[src/hw/rtl/rgbhsv_pkg.sv]
// ----------------------------------------------------------------------------
// rgbhsv_pkg
// Widths, stage payload types and shared constants of the byte RGB to HSV
// converter.
// ----------------------------------------------------------------------------
`default_nettype none

package rgbhsv_pkg;

    localparam int PIX_W     = 8;
    localparam int Q_W       = 8;
    localparam int NUM_W     = 12;
    localparam int FULL_W    = 11;
    localparam int HUE_NUM_W = 20;
    localparam int HUE_DEN_W = 12;
    localparam int SAT_NUM_W = 17;
    localparam int SAT_DEN_W = 9;

    typedef struct packed {
        logic [HUE_NUM_W-1:0] hue_num;
        logic [HUE_DEN_W-1:0] hue_den;
        logic [SAT_NUM_W-1:0] sat_num;
        logic [SAT_DEN_W-1:0] sat_den;
        logic [PIX_W-1:0]     vmax;
        logic                 hue_zero;
        logic                 sat_zero;
    } t_div_op;

    typedef struct packed {
        logic [HUE_NUM_W-1:0] hue_rem;
        logic [HUE_DEN_W-1:0] hue_den;
        logic [SAT_NUM_W-1:0] sat_rem;
        logic [SAT_DEN_W-1:0] sat_den;
        logic [Q_W-1:0]       hue_q;
        logic [Q_W-1:0]       sat_q;
        logic [PIX_W-1:0]     vmax;
        logic                 hue_zero;
        logic                 sat_zero;
    } t_div_st;

    typedef struct packed {
        logic [Q_W-1:0]   hue_q;
        logic [Q_W-1:0]   sat_q;
        logic [PIX_W-1:0] vmax;
        logic             hue_zero;
        logic             sat_zero;
    } t_div_res;

endpackage

`default_nettype wire

[src/hw/rtl/rgbhsv_front.sv]
// ----------------------------------------------------------------------------
// rgbhsv_front
// Two register stages: channel extremes and sector numerator, then wrap and
// the rounded numerators and denominators for hue and saturation.
// ----------------------------------------------------------------------------
`default_nettype none

module rgbhsv_front (
    input  logic                    i_clk,
    input  logic                    i_rst_n,
    input  logic                    i_valid,
    output logic                    o_ready,
    input  logic [7:0]              i_blue,
    input  logic [7:0]              i_green,
    input  logic [7:0]              i_red,
    output logic                    o_valid,
    input  logic                    i_ready,
    output rgbhsv_pkg::t_div_op     o_op
);
    import rgbhsv_pkg::*;

    logic                    r_s1_v;
    logic [PIX_W-1:0]        r_s1_vmax;
    logic [PIX_W-1:0]        r_s1_delta;
    logic signed [NUM_W-1:0] r_s1_num;
    logic                    r_s2_v;
    t_div_op                 r_s2_op;

    logic                    w_en1;
    logic                    w_en2;
    logic [PIX_W-1:0]        n_vmax;
    logic [PIX_W-1:0]        w_vmin;
    logic signed [NUM_W-1:0] n_num;
    logic [FULL_W-1:0]       w_full;
    logic signed [NUM_W-1:0] w_wrap;
    logic [FULL_W-1:0]       w_un;
    t_div_op                 n_op;

    assign w_en2   = !r_s2_v || i_ready;
    assign w_en1   = !r_s1_v || w_en2;
    assign o_ready = w_en1;
    assign o_valid = r_s2_v;
    assign o_op    = r_s2_op;

    always_comb begin
        n_vmax = (i_red > i_green) ? i_red : i_green;
        if (i_blue > n_vmax) begin
            n_vmax = i_blue;
        end
        w_vmin = (i_red < i_green) ? i_red : i_green;
        if (i_blue < w_vmin) begin
            w_vmin = i_blue;
        end
    end

    always_comb begin
        if (n_vmax == i_red) begin
            n_num = NUM_W'(i_green) - NUM_W'(i_blue);
        end else if (n_vmax == i_green) begin
            n_num = (NUM_W'(n_vmax - w_vmin) << 1) + NUM_W'(i_blue) - NUM_W'(i_red);
        end else begin
            n_num = (NUM_W'(n_vmax - w_vmin) << 2) + NUM_W'(i_red) - NUM_W'(i_green);
        end
    end

    always_ff @(posedge i_clk) begin
        if (!i_rst_n) begin
            r_s1_v <= 1'b0;
        end else if (w_en1) begin
            r_s1_v <= i_valid;
        end
    end

    always_ff @(posedge i_clk) begin
        if (w_en1 && i_valid) begin
            r_s1_vmax  <= n_vmax;
            r_s1_delta <= n_vmax - w_vmin;
            r_s1_num   <= n_num;
        end
    end

    always_comb begin
        w_full = (FULL_W'(r_s1_delta) << 2) + (FULL_W'(r_s1_delta) << 1);
        if (r_s1_num < 0) begin
            w_wrap = r_s1_num + $signed(NUM_W'(w_full));
        end else if (r_s1_num >= $signed(NUM_W'(w_full))) begin
            w_wrap = r_s1_num - $signed(NUM_W'(w_full));
        end else begin
            w_wrap = r_s1_num;
        end
        w_un = w_wrap[FULL_W-1:0];

        n_op.hue_num  = (HUE_NUM_W'(w_un) << 9) - (HUE_NUM_W'(w_un) << 1)
                        + HUE_NUM_W'(w_full);
        n_op.hue_den  = (HUE_DEN_W'(r_s1_delta) << 3) + (HUE_DEN_W'(r_s1_delta) << 2);
        n_op.sat_num  = (SAT_NUM_W'(r_s1_delta) << 9) - (SAT_NUM_W'(r_s1_delta) << 1)
                        + SAT_NUM_W'(r_s1_vmax);
        n_op.sat_den  = SAT_DEN_W'(r_s1_vmax) << 1;
        n_op.vmax     = r_s1_vmax;
        n_op.hue_zero = (r_s1_delta == '0);
        n_op.sat_zero = (r_s1_vmax == '0);
    end

    always_ff @(posedge i_clk) begin
        if (!i_rst_n) begin
            r_s2_v <= 1'b0;
        end else if (w_en2) begin
            r_s2_v <= r_s1_v;
        end
    end

    always_ff @(posedge i_clk) begin
        if (w_en2 && r_s1_v) begin
            r_s2_op <= n_op;
        end
    end

endmodule

`default_nettype wire

[src/hw/rtl/rgbhsv_div_pipe.sv]
// ----------------------------------------------------------------------------
// rgbhsv_div_pipe
// Restoring division pipeline for hue and saturation side by side, one
// quotient bit per register stage, most significant bit first.
// ----------------------------------------------------------------------------
`default_nettype none

module rgbhsv_div_pipe (
    input  logic                    i_clk,
    input  logic                    i_rst_n,
    input  logic                    i_valid,
    output logic                    o_ready,
    input  rgbhsv_pkg::t_div_op     i_op,
    output logic                    o_valid,
    input  logic                    i_ready,
    output rgbhsv_pkg::t_div_res    o_res
);
    import rgbhsv_pkg::*;

    localparam int NSTG = Q_W;

    logic    r_v  [NSTG];
    t_div_st r_st [NSTG];
    logic    w_en [NSTG];
    t_div_st w_src [NSTG];
    t_div_st n_st  [NSTG];

    always_comb begin
        w_en[NSTG-1] = !r_v[NSTG-1] || i_ready;
        for (int k = NSTG - 2; k >= 0; k--) begin
            w_en[k] = !r_v[k] || w_en[k+1];
        end
    end

    always_comb begin
        w_src[0].hue_rem  = i_op.hue_num;
        w_src[0].hue_den  = i_op.hue_den;
        w_src[0].sat_rem  = i_op.sat_num;
        w_src[0].sat_den  = i_op.sat_den;
        w_src[0].hue_q    = '0;
        w_src[0].sat_q    = '0;
        w_src[0].vmax     = i_op.vmax;
        w_src[0].hue_zero = i_op.hue_zero;
        w_src[0].sat_zero = i_op.sat_zero;
        for (int k = 1; k < NSTG; k++) begin
            w_src[k] = r_st[k-1];
        end
    end

    for (genvar k = 0; k < NSTG; k++) begin : g_stage
        localparam int BIT = NSTG - 1 - k;

        logic [HUE_NUM_W-1:0] w_sub_h;
        logic [SAT_NUM_W-1:0] w_sub_s;
        logic                 w_take_h;
        logic                 w_take_s;
        logic                 w_src_v;

        assign w_src_v = (k == 0) ? i_valid : r_v[(k == 0) ? 0 : k - 1];

        always_comb begin
            w_sub_h  = HUE_NUM_W'(w_src[k].hue_den) << BIT;
            w_sub_s  = SAT_NUM_W'(w_src[k].sat_den) << BIT;
            w_take_h = (w_src[k].hue_rem >= w_sub_h);
            w_take_s = (w_src[k].sat_rem >= w_sub_s);
            n_st[k]  = w_src[k];
            if (w_take_h) begin
                n_st[k].hue_rem = w_src[k].hue_rem - w_sub_h;
            end
            if (w_take_s) begin
                n_st[k].sat_rem = w_src[k].sat_rem - w_sub_s;
            end
            n_st[k].hue_q = {w_src[k].hue_q[Q_W-2:0], w_take_h};
            n_st[k].sat_q = {w_src[k].sat_q[Q_W-2:0], w_take_s};
        end

        always_ff @(posedge i_clk) begin
            if (!i_rst_n) begin
                r_v[k] <= 1'b0;
            end else if (w_en[k]) begin
                r_v[k] <= w_src_v;
            end
        end

        always_ff @(posedge i_clk) begin
            if (w_en[k] && w_src_v) begin
                r_st[k] <= n_st[k];
            end
        end
    end

    assign o_ready        = w_en[0];
    assign o_valid        = r_v[NSTG-1];
    assign o_res.hue_q    = r_st[NSTG-1].hue_q;
    assign o_res.sat_q    = r_st[NSTG-1].sat_q;
    assign o_res.vmax     = r_st[NSTG-1].vmax;
    assign o_res.hue_zero = r_st[NSTG-1].hue_zero;
    assign o_res.sat_zero = r_st[NSTG-1].sat_zero;

endmodule

`default_nettype wire

[src/hw/rtl/rgb_to_hsv_full_byte_core.sv]
// ----------------------------------------------------------------------------
// rgb_to_hsv_full_byte_core
// Converts one 8-bit blue, green, red pixel to hue on the full byte circle,
// saturation and value, with exact round-half-up division.
//
//   channel  direction  handshake                     payload
//   in       sink       i_in_valid / o_in_ready       i_blue, i_green, i_red
//   out      source     o_out_valid / i_out_ready     o_hue, o_saturation,
//                                                     o_brightness
//
// One pixel is accepted per cycle while the output does not stall, and each
// passes from its input transfer to the output through two front stages,
// eight divider stages that produce one quotient bit each, and the output register.
// Reset clears only the stage valid bits; the pipeline is empty after it.
// A stall on the output fills empty stages first and then holds every
// stage in place, so nothing is lost or repeated.
// ----------------------------------------------------------------------------
`default_nettype none

module rgb_to_hsv_full_byte_core (
    input  logic       i_clk,
    input  logic       i_rst_n,
    input  logic       i_in_valid,
    output logic       o_in_ready,
    input  logic [7:0] i_blue,
    input  logic [7:0] i_green,
    input  logic [7:0] i_red,
    output logic       o_out_valid,
    input  logic       i_out_ready,
    output logic [7:0] o_hue,
    output logic [7:0] o_saturation,
    output logic [7:0] o_brightness
);
    import rgbhsv_pkg::*;

    logic             w_fr_valid;
    logic             w_fr_ready;
    t_div_op          w_fr_op;
    logic             w_dv_valid;
    logic             w_dv_ready;
    t_div_res         w_dv_res;

    logic             r_v;
    logic [Q_W-1:0]   r_hue;
    logic [Q_W-1:0]   r_sat;
    logic [PIX_W-1:0] r_bri;

    rgbhsv_front u_front (
        .i_clk   (i_clk),
        .i_rst_n (i_rst_n),
        .i_valid (i_in_valid),
        .o_ready (o_in_ready),
        .i_blue  (i_blue),
        .i_green (i_green),
        .i_red   (i_red),
        .o_valid (w_fr_valid),
        .i_ready (w_fr_ready),
        .o_op    (w_fr_op)
    );

    rgbhsv_div_pipe u_div (
        .i_clk   (i_clk),
        .i_rst_n (i_rst_n),
        .i_valid (w_fr_valid),
        .o_ready (w_fr_ready),
        .i_op    (w_fr_op),
        .o_valid (w_dv_valid),
        .i_ready (w_dv_ready),
        .o_res   (w_dv_res)
    );

    assign w_dv_ready = !r_v || i_out_ready;

    always_ff @(posedge i_clk) begin
        if (!i_rst_n) begin
            r_v <= 1'b0;
        end else if (w_dv_ready) begin
            r_v <= w_dv_valid;
        end
    end

    always_ff @(posedge i_clk) begin
        if (w_dv_ready && w_dv_valid) begin
            r_hue <= w_dv_res.hue_zero ? '0 : w_dv_res.hue_q;
            r_sat <= w_dv_res.sat_zero ? '0 : w_dv_res.sat_q;
            r_bri <= w_dv_res.vmax;
        end
    end

    assign o_out_valid  = r_v;
    assign o_hue        = r_hue;
    assign o_saturation = r_sat;
    assign o_brightness = r_bri;

endmodule

`default_nettype wire

[config.mk]
export PLATFORM = sky130hd
export DESIGN_NAME = rgb_to_hsv_full_byte_core
export DESIGN_NICKNAME = d
export VERILOG_FILES = /design/src/hw/rtl/rgbhsv_pkg.sv /design/src/hw/rtl/rgbhsv_front.sv /design/src/hw/rtl/rgbhsv_div_pipe.sv /design/src/hw/rtl/rgb_to_hsv_full_byte_core.sv
export SDC_FILE = /design/constraint.sdc
export NUM_CORES = 1
export LEC_CHECK = 0
export BUFFER_PORTS_ARGS = -buffer_cell sky130_fd_sc_hd__buf_2
export CORE_MARGIN = 2
export CORE_UTILIZATION = 30
export CTS_BUF_LIST = sky130_fd_sc_hd__clkbuf_4
export CTS_CLUSTER_SIZE = 8
export DETAILED_ROUTE_END_ITERATION = 8
export PLACE_DENSITY = 0.53
export SKIP_LAST_GASP = 1
export SLEW_MARGIN = 20
export SYNTH_ARGS = -nofsm -noshare
export SYNTH_HDL_FRONTEND = slang
export SYNTH_SLANG_ARGS = --single-unit
[constraint.sdc]
create_clock -name i_clk -period 9.55 [get_ports i_clk]
set_input_delay 1.91 -clock i_clk [delete_from_list [all_inputs] [get_ports i_clk]]
set_output_delay 1.91 -clock i_clk [all_outputs]
set_load 0.01 [all_outputs]
==> impl_metrics.py, run 1 <==
metrics = {
    "logic_synthesis": {
        "netlist_instances": 2720,
        "syn_nets": 3055,
        "synthFlopType": "edfxtp_1",
        "synth-seq-cells": 585,
        "syn-cell-area_sq_um": 32200,
        "synth_edf_count": 581,
        "synth_top_cell_by_area": "edfxtp_1",
        "synth_cell_types": 82,
        "ys_seq_area_share_pct": 54.4,
        "synth_commonest_cells": "edfxtp_1 (581), inv_1 (311), ha_1 (269)",
        "yosysMostFrequentCell": "edfxtp_1",
        "yosysTopAreaCellShare_pct": 54.2,
        "ys_top_cells_by_area": "edfxtp_1 (54%), ha_1 (10%), inv_1 (3.6%), xnor2_1 (3.6%), o21ai_0 (2.4%)",
        "synthArstFlopShare_pct": 0,
        "avgSynthCellArea_sq_um": 11.8,
        "yosys_warnings": 0,
    },
    "power": {
        "clkPwrFrac_pct": 17.3,
        "combPwrFrac_pct": 54.5,
        "p_seq_share_pct": 28.2,
        "p_switching_mw": 4.94,
        "irDropWorstVdd_v": 0.000402,
        "cellLeakagePower_nw": 14.3,
        "power_density_nw_per_um2": 351,
        "p_int_mw": 7.81,
        "switching_share_pct": 38.8,
    },
    "sta": {
        "timing.final.max_slew_violations": 0,
        "skew_ns": 0.0616,
        "worst_pin_slew_ns": 1.01,
        "fin_crit_sh_pct": 87.8,
        "hold_violations": 0,
        "maxSlewHeadroom_pct": 30.7,
        "min_period_ns": 8.39,
        "max_freq_mhz": 119,
        "rsz0062_at_grt": "false",
        "setup_viol": 0,
        "tns_ns": 0,
    },
    "clock_network": {
        "insertion_delay_ns": 0.93,
        "ctsHoldBuffers": 0,
        "clk_pin_slew_ns": 0.06,
        "cts_buffers": 155,
        "cts-htree-levels": 4,
        "cts_setup_buffers": 0,
        "clock_sinks": 585,
        "cts_tree": "built",
        "postCtsResizedCells": 0,
        "clock_path_buffers": 3,
        "clockRootBuffer": "clkbuf_4",
    },
    "floorplanning": {
        "core-area_sq_um": 107000,
        "die_h_microns": 332,
        "start_util_pct": 30.2,
        "fp.dieW_microns": 332,
        "dieArea_sq_um": 110000,
        "rows": 120,
        "num_io_pins": 54,
    },
    "detailed_routing": {
        "ant_nets": 0,
        "drt_first_pass_iters": 4,
        "drtIter0Drc": 765,
        "vias": 19900,
        "drc": 0,
        "wl_per_cell_microns": 13.8,
        "drt_wl_total_microns": 61300,
        "via_per_inst": 4.49,
    },
    "place": {
        "port-buffer-count": 53,
        "gp_congestion": 0.863,
        "place_hpwl_microns": 47200,
    },
    "global_routing": {
        "grt_max_degree": 71,
        "grt_pass1_wl_microns": 103000,
        "grt-ovfl-total": 0,
        "first_global_vias": 20600,
        "grt_antenna_before_repair": 1,
        "grt_usage_pct": 11.4,
    },
    "worst_hold_path": {
        "hp-class": "reg2reg",
    },
    "critical_path": {
        "cp_common_cell": "a21oi_1",
        "startpoint_type": "input port",
        "critical_path.endpoint_type": "flop",
        "cp_data_required_time_ns": 10.26,
        "critical_path_class": "in2reg",
        "slowest_delay_ns": 0.51,
        "r2r_setup_slack_ns": 1.74,
        "cpMaxStageDelayCell": "o32ai_2",
        "arrival_ns": 9.10,
        "cp_max_fo": 11,
    },
    "job": {
        "maxCapViolations": 0,
    },
    "final_layout": {
        "drive_gt1_share_pct": 12.5,
        "utilization_pct": 34.0,
        "nFillCells": 10700,
        "area_growth_pct": 12.9,
        "fin_nets": 3250,
    },
    "outcome": {
        "outcome": "completed",
    },
}
[cells by family after synthesis]
kind of cell,after synthesis,synth area share (%)
DFF,585,54.4
AOI/OAI and AO/OA,550,10.8
and+or+nand+nor,678,10.8
adders and majority gates,308,12.9
xor gates and xnor gates,194,5.28
buffers and inverters,353,4.16
muxes,52,1.71
[stage by stage]
stage          total power, mW  setup slack [ns]  hold slack (ns)  cell area (sq um)  cells
2_1_floorplan             9.15              1.06            0.400              32200   2720
3_3_place_gp              10.6             0.369            0.402              34300   4161
3_5_place_dp              10.6             0.293            0.405              34300   4161
4_1_cts                   13.0              1.32            0.392              36300   4428
5_1_grt                   14.0             0.627            0.404              36300   4429
6_report                  12.7              1.16            0.397              36300   4429
[registers in the layout (all words and copies together) (netlist names)]
signal and cells:
u_front.o_valid 1, u_div.r_st 467, u_front.o_op 55, u_front.r_s1_delta 8, o_saturation 8, u_div.r_v 8
o_brightness 8, u_front.r_s1_num 12, o_hue 8, u_front.r_s1_v 1, o_out_valid 1, u_front.r_s1_vmax 8
[final timing paths]
path                                                 startpoint                             end  cells after the start
worst max-delay path                                   i_red[0]  u_front.r_s1_num[10]$_DFFE_PP_                     32
worst min register to register      u_div.r_st[1][96]$_DFFE_PP_    u_div.r_st[1][181]$_DFFE_PP_                      0
worst max register to register  u_front.r_s1_delta[0]$_DFFE_PP_      u_front.o_op[67]$_DFFE_PP_                     32
worst min-delay path                u_div.r_st[1][96]$_DFFE_PP_    u_div.r_st[1][181]$_DFFE_PP_                      0
[metal layers]
metal	vias to the layer above	GRT usage, %	part of all wire (%)
met5	-	0	0
met3	109	2.50	3.6
met2	298	20.2	50
met4	0	4.42	2.5
li1	10300	-	-
met1	9213	13.3	44
[worst max-delay path: cells and delay by family]
| family | cells | cell delay (ns) |
|---|---|---|
| xor+xnor | 1 | 0.38 |
| buf+inv | 6 | 0.69 |
| compound gates | 13 | 2.98 |
| simple gates | 6 | 1.18 |
| fa+ha+maj | 6 | 1.95 |
[cell type report]
type / instances / area (sq um) / area share (%)
diodes: 1 / 2.50 / 0.00688
clock buffers: 220 / 1650 / 4.54
clock inverters: 47 / 362 / 0.995
inverters: 311 / 1170 / 3.21
multi-input cells: 1782 / 13400 / 36.9
flip-flops and latches: 585 / 17500 / 48.2
well taps: 1403 / 1760 / 4.83
repair buffers: 80 / 468 / 1.29
[cell usage in the layout, fill, tap and decap left out, types with 23 or more instances in the layout]
master,count
nand2_1,153
nor4_1,29
mux2i_1,31
buf_2,53
nor2b_1,72
nand2b_1,51
xnor2_1,133
o21ai_0,156
nor2_1,162
fa_1,38
clkinv_1,23
a21boi_0,28
nand3_1,34
ha_1,269
edfxtp_1,581
a21o_1,83
clkbuf_4,220
inv_1,311
nor3_1,50
and2_1,24
nand4_1,27
a21oi_1,146
buf_4,27
o31ai_1,25
xor2_1,61
[power by group through the flow]
stage | logic [mW] | registers, mW | clock network [mW]
CTS | 7.03 | 3.60 | 2.32
global placement | 6.96 | 3.66 | 0
detailed placement | 6.98 | 3.66 | 0
global route | 7.97 | 3.63 | 2.44
finish | 6.95 | 3.60 | 2.21
floorplan | 5.56 | 3.59 | 0
Power figures use the tool's default switching activity.
==> inputs of run 2 (changes only) <==
SYNTH_HIERARCHICAL = 1   (was unset)
==> impl_metrics.py, run 2 <==
metrics = {
    "floorplanning": {
        "start_util_pct": 30.2,
        "rows": 129,
        "core-area_sq_um": 124000,
        "dieArea_sq_um": 127000,
        "fp.dieW_microns": 357,
        "num_io_pins": 54,
        "die_h_microns": 357,
    },
    "clock_network": {
        "clock_sinks": 676,
        "clock_path_buffers": 3,
        "insertion_delay_ns": 1.00,
        "ctsHoldBuffers": 0,
        "cts_tree": "built",
        "clk_pin_slew_ns": 0.06,
        "clockRootBuffer": "clkbuf_4",
        "cts_setup_buffers": 0,
        "cts_buffers": 178,
        "postCtsResizedCells": 0,
        "cts-htree-levels": 4,
    },
    "detailed_routing": {
        "wl_per_cell_microns": 14.0,
        "drc": 0,
        "via_per_inst": 4.52,
        "drt_first_pass_iters": 5,
        "drt_wl_total_microns": 71200,
        "ant_nets": 0,
        "drtIter0Drc": 934,
        "vias": 23100,
    },
    "global_routing": {
        "grtUsageMet1_pct": 14.2,
        "grtUsageMet3_pct": 2.38,
        "grt_max_degree": 73,
        "grt_usage_pct": 11.3,
        "grt_antenna_before_repair": 2,
        "gr-max-usage-layer": "met2",
        "grt-ovfl-total": 0,
        "first_global_vias": 23300,
        "grt_use_met2_pct": 19.0,
        "grt_pass1_wl_microns": 118000,
    },
    "critical_path": {
        "arrival_ns": 9.11,
        "reg2regPathDepth": 33,
        "timing.rr.start": "u_front/r_s1_delta[1]$_DFFE_PP_",
        "cp_max_fo": 6,
        "critical_path.endpoint_type": "flop",
        "worst-path-stages": 32,
        "critical_path_class": "in2reg",
        "cp_top_family": "compound AO/OA/AOI/OAI gates",
        "r2r_setup_slack_ns": 1.74,
        "slowest_delay_ns": 0.54,
        "startpoint": "i_red[0]",
        "startpoint_type": "input port",
        "cpMaxStageDelayCell": "a221oi_1",
        "cp_data_required_time_ns": 10.36,
        "cp_num_buf_inv": 5,
    },
    "sta": {
        "rsz0062_at_grt": "false",
        "max_freq_mhz": 120,
        "worst_pin_slew_ns": 1.01,
        "setup_viol": 0,
        "tns_ns": 0,
        "skew_ns": 0.0528,
        "hold_ws_ns": 0.398,
        "maxSlewHeadroom_pct": 32.1,
        "fin_crit_sh_pct": 86.9,
        "hold_violations": 0,
        "min_period_ns": 8.30,
        "timing.final.max_slew_violations": 0,
        "fin_ws_ns": 1.25,
    },
    "worst_hold_path": {
        "hold_depth": 0,
        "hp-class": "reg2reg",
        "min-delay-start": "u_div/r_st[0][265]$_DFFE_PP_",
    },
    "logic_synthesis": {
        "synth_cell_types": 91,
        "avgSynthCellArea_sq_um": 11.9,
        "yosys_warnings": 6,
        "synth_xor_area_share_pct": 5.29,
        "synth_edf_count": 672,
        "netlist_instances": 3154,
        "synth_top_cell_by_area": "edfxtp_1",
        "synth_commonest_cells": "edfxtp_1 (672), inv_1 (341), ha_1 (298)",
        "yosysTopAreaCellShare_pct": 54.0,
        "syn-cell-area_sq_um": 37400,
        "synthFlopType": "edfxtp_1",
        "ys_top_cells_by_area": "edfxtp_1 (54%), ha_1 (10%), inv_1 (3.4%), xnor2_1 (2.7%), a21oi_1 (2.7%)",
        "synthArstFlopShare_pct": 0,
        "yosysMostFrequentCell": "edfxtp_1",
        "synth_mux_area_share_pct": 2.10,
        "synthSimpleGateAreaFrac_pct": 10.0,
        "synth-adder-area-share_pct": 12.0,
        "ys_seq_area_share_pct": 54.2,
        "synth-seq-cells": 676,
        "synth_compound_area_share_pct": 11.5,
        "synth_top_family_by_area": "adder cells",
    },
    "final_layout": {
        "nFillCells": 12400,
        "layout_common_cells": "edfxtp_1 (672), inv_1 (341), ha_1 (298)",
        "largest_reg_flops": 558,
        "fin_nets": 3700,
        "area_growth_pct": 11.6,
        "final_cells": 5099,
        "mostFrequentLayoutCell": "edfxtp_1",
        "top_register": "u_div/r_st",
        "drive_gt1_share_pct": 12.8,
    },
    "power": {
        "power_mw": 13.5,
        "power_density_nw_per_um2": 324,
        "irDropWorstVdd_v": 0.000540,
        "cellLeakagePower_nw": 16.2,
    },
    "place": {
        "gp_congestion": 0.877,
        "port-buffer-count": 53,
        "dp_slack_ns": 0.352,
        "dp_cells": 4793,
        "place_hpwl_microns": 54300,
    },
    "job": {
        "maxCapViolations": 0,
    },
    "outcome": {
        "outcome": "completed",
    },
}
## run 2: cell types whose count changed in the layout (fill, tap and decap cells not counted), moves of 14 or more
| cell | change |
|---|---|
| edfxtp_1 | +91 |
| a21oi_1 | +54 |
| xor2_1 | +47 |
| clkbuf_4 | +33 |
| inv_1 | +30 |
| ha_1 | +29 |
| nand2_1 | +28 |
| nor3_1 | +28 |
| o21a_1 | +26 |
| a21boi_0 | -20 |
| o21ai_0 | +20 |
| xnor2_1 | -17 |
| a21o_1 | -14 |
| mux2_2 | +14 |
## run 2: kinds of logic after synthesis
logic type | count (synthesis)
AOI/OAI and AO/OA | 676
other | 1
xor gates and xnor gates | 225
buffers and inverters | 426
DFF | 676
and+or+nand+nor | 741
adders and majority gates | 336
muxes | 73
## run 2: worst reg2reg max path: cells and delay by family, from the launching register on
family	cells	cell delay (ns)
compound gates	18	4.02
fa+ha+maj	4	1.11
buf+inv	4	0.81
simple gates	4	0.68
flops	1	0.48
xor+xnor	2	0.29
mux	1	0.14
## run 2: through the flow
step / instance area, sq um / util [%]
after floorplan: 37400 / -
after global placement: 39500 / 31.9
after detailed placement: 39500 / 31.9
after CTS: 41700 / 33.7
after global routing: 41700 / 33.7
final: 41700 / 33.7
## run 2: power by group
group	switching, mW	internal [mW]	leakage [nW]
clock	1.13	1.32	1.31
sequential	0.144	3.87	6.11
combinational	3.90	3.17	8.75
total	5.18	8.36	16.2
## run 2: layer usage
layer,routed length [microns],vias up
met4,1910,0
met1,32800,10600
li1,-,11900
met3,2470,151
met5,0,-
met2,34000,358
## run 2: area by class of cell
class | count | area [sq um] | share of cell area, %
Sequential cell | 676 | 20300 | 48.6
Clock inverter | 48 | 323 | 0.774
Tap cell | 1637 | 2050 | 4.91
Multi-Input combinational cell | 2055 | 15400 | 36.9
Clock buffer | 253 | 1900 | 4.55
Antenna cell | 5 | 12.5 | 0.0300
Timing Repair Buffer | 83 | 490 | 1.18
Inverter | 342 | 1280 | 3.08
## run 2: worst paths after layout
path,end
worst min-delay path,u_div/r_st[1][14]$_DFFE_PP_
worst max register to register,u_front/o_op[67]$_DFFE_PP_
worst max-delay path,u_front/r_s1_num[10]$_DFFE_PP_
worst min register to register,u_div/r_st[1][14]$_DFFE_PP_
==> inputs of run 3 (changes only) <==
--- a/config.mk
+++ b/config.mk
@@ -14,3 +14,2 @@
 export PLACE_DENSITY = 0.53
-export SKIP_LAST_GASP = 1
 export SLEW_MARGIN = 20
==> constraint.sdc (replaced) <==
create_clock -name i_clk -period 9.55 [get_ports i_clk]
set_input_delay 0.955 -clock i_clk [delete_from_list [all_inputs] [get_ports i_clk]]
set_output_delay 0.955 -clock i_clk [all_outputs]
set_load 0.01 [all_outputs]
==> impl_metrics.py, run 3 (synthesis gave the netlist of run 2 again) <==
metrics = {
    "clock_network": {
        "postCtsResizedCells": 0,
        "cts_tree": "built",
        "clock_path_buffers": 3,
        "cts_buffers": 176,
        "insertion_delay_ns": 0.99,
        "cts_setup_buffers": 0,
        "clk_pin_slew_ns": 0.06,
        "clockRootBuffer": "clkbuf_4",
        "ctsHoldBuffers": 0,
        "cts-htree-levels": 4,
        "clock_sinks": 676,
    },
    "floorplanning": {
        "num_io_pins": 54,
        "fp.dieW_microns": 357,
        "rows": 129,
        "dieArea_sq_um": 127000,
        "die_h_microns": 357,
        "start_util_pct": 30.2,
        "core-area_sq_um": 124000,
    },
    "global_routing": {
        "grt_usage_pct": 11.3,
        "first_global_vias": 23200,
        "grt_antenna_before_repair": 2,
        "grt_max_degree": 71,
        "grt-ovfl-total": 0,
        "grt_pass1_wl_microns": 117000,
    },
    "sta": {
        "rsz0062_at_grt": "false",
        "tns_ns": 0,
        "max_freq_mhz": 126,
        "fin_crit_sh_pct": 82.9,
        "hold_violations": 0,
        "timing.final.max_slew_violations": 0,
        "skew_ns": 0.0537,
        "min_period_ns": 7.92,
        "maxSlewHeadroom_pct": 31.8,
        "worst_pin_slew_ns": 1.02,
        "setup_viol": 0,
    },
    "final_layout": {
        "area_growth_pct": 11.0,
        "largest_reg_flops": 558,
        "top_register": "u_div/r_st",
        "final_cells": 5083,
        "mostFrequentLayoutCell": "edfxtp_1",
        "layout_common_cells": "edfxtp_1 (672), inv_1 (341), ha_1 (298)",
        "drive_gt1_share_pct": 12.2,
        "fin_nets": 3688,
    },
    "detailed_routing": {
        "via_per_inst": 4.54,
        "drt_first_pass_iters": 5,
        "drtIter0Drc": 946,
        "wl_per_cell_microns": 13.9,
        "ant_nets": 0,
        "vias": 23100,
        "drt_wl_total_microns": 70800,
        "drc": 0,
    },
    "critical_path": {
        "r2r_setup_slack_ns": 1.63,
        "cp_data_required_time_ns": 10.24,
        "startpoint_type": "flop",
        "arrival_ns": 8.61,
        "cpMaxStageDelayCell": "edfxtp_1",
        "slowest_delay_ns": 0.60,
        "cp_num_buf_inv": 2,
        "critical_path.endpoint_type": "flop",
        "cp_common_cell": "ha_1",
        "cp_top_family": "compound AO/OA/AOI/OAI gates",
        "cp_max_fo": 16,
        "critical_path_class": "reg2reg",
    },
    "place": {
        "dp_cells": 4783,
        "port-buffer-count": 53,
        "place_hpwl_microns": 54400,
        "gp_congestion": 0.854,
    },
    "power": {
        "power_density_nw_per_um2": 322,
        "power_mw": 13.4,
        "cellLeakagePower_nw": 16.0,
        "irDropWorstVdd_v": 0.000545,
    },
    "job": {
        "maxCapViolations": 0,
    },
    "worst_hold_path": {
        "hp-class": "in2reg",
    },
    "outcome": {
        "outcome": "completed",
    },
}
[run 3: cell types whose count changed in the layout (fill, tap and decap cells not counted), sizes merged]
cell	delta
clkbuf	-16
buf	-10
clkinv	+5
inv	+5
bufinv	-2
diode	+2
[run 3: layout make-up]
cell class,instances,area [sq um]
flip-flops and latches,676,20300
diodes,7,17.5
clock buffers,237,1780
well taps,1637,2050
inverters,342,1280
repair buffers,73,415
clock inverters,56,287
multi-input cells,2055,15400
fillers,12500,82100
[run 3: worst paths after layout]
path         cells after the start                            to                             from
max                             29    u_front/o_op[67]$_DFFE_PP_  u_front/r_s1_delta[0]$_DFFE_PP_
min                              3   u_front/r_s1_v$_SDFFE_PN0N_                       i_in_valid
max reg2reg                     29    u_front/o_op[67]$_DFFE_PP_  u_front/r_s1_delta[0]$_DFFE_PP_
min reg2reg                      0  u_div/r_st[0][188]$_DFFE_PP_     u_div/r_st[0][103]$_DFFE_PP_
[run 3: worst reg2reg max path, delay by kind of cell (launching register included)]
| kind | cells | cell delay [ns] |
|---|---|---|
| muxes | 1 | 0.26 |
| adders and majority gates | 5 | 1.77 |
| and+or+nand+nor | 3 | 0.73 |
| AOI/OAI and AO/OA | 16 | 3.31 |
| buffers and inverters | 2 | 0.33 |
| DFF | 1 | 0.60 |
| xor gates and xnor gates | 2 | 0.64 |
[run 3: power breakdown]
group,switching (mW),leakage [nW],internal [mW],total (mW)
sequential,0.148,6.11,3.87,4.02
clock,1.11,1.24,1.20,2.30
combinational,3.90,8.70,3.13,7.03
[run 3: per-stage QoR]
| stage | cell area, sq um | util, % | setup WS, ns | hold WS, ns |
|---|---|---|---|---|
| final | 41500 | 33.6 | 1.63 | 0.230 |
| after global routing | 41500 | 33.6 | 1.06 | 0.0751 |
| after CTS | 41500 | 33.5 | 1.58 | 0.0536 |
| after detailed placement | 39400 | 31.9 | 0.864 | 0.405 |
| after global placement | 39400 | 31.9 | 1.01 | 0.401 |
| after floorplan | 37400 | - | 2.03 | 0.400 |
[run 3: routing by layer]
metal / vias to the layer above / share of wire (%) / GRT usage [%]
li1: 11900 / - / -
met3: 138 / 3.5 / 2.18
met5: - / 0 / 0
met4: 0 / 2.5 / 4.61
met1: 10700 / 46 / 14.1
met2: 359 / 48 / 19.1
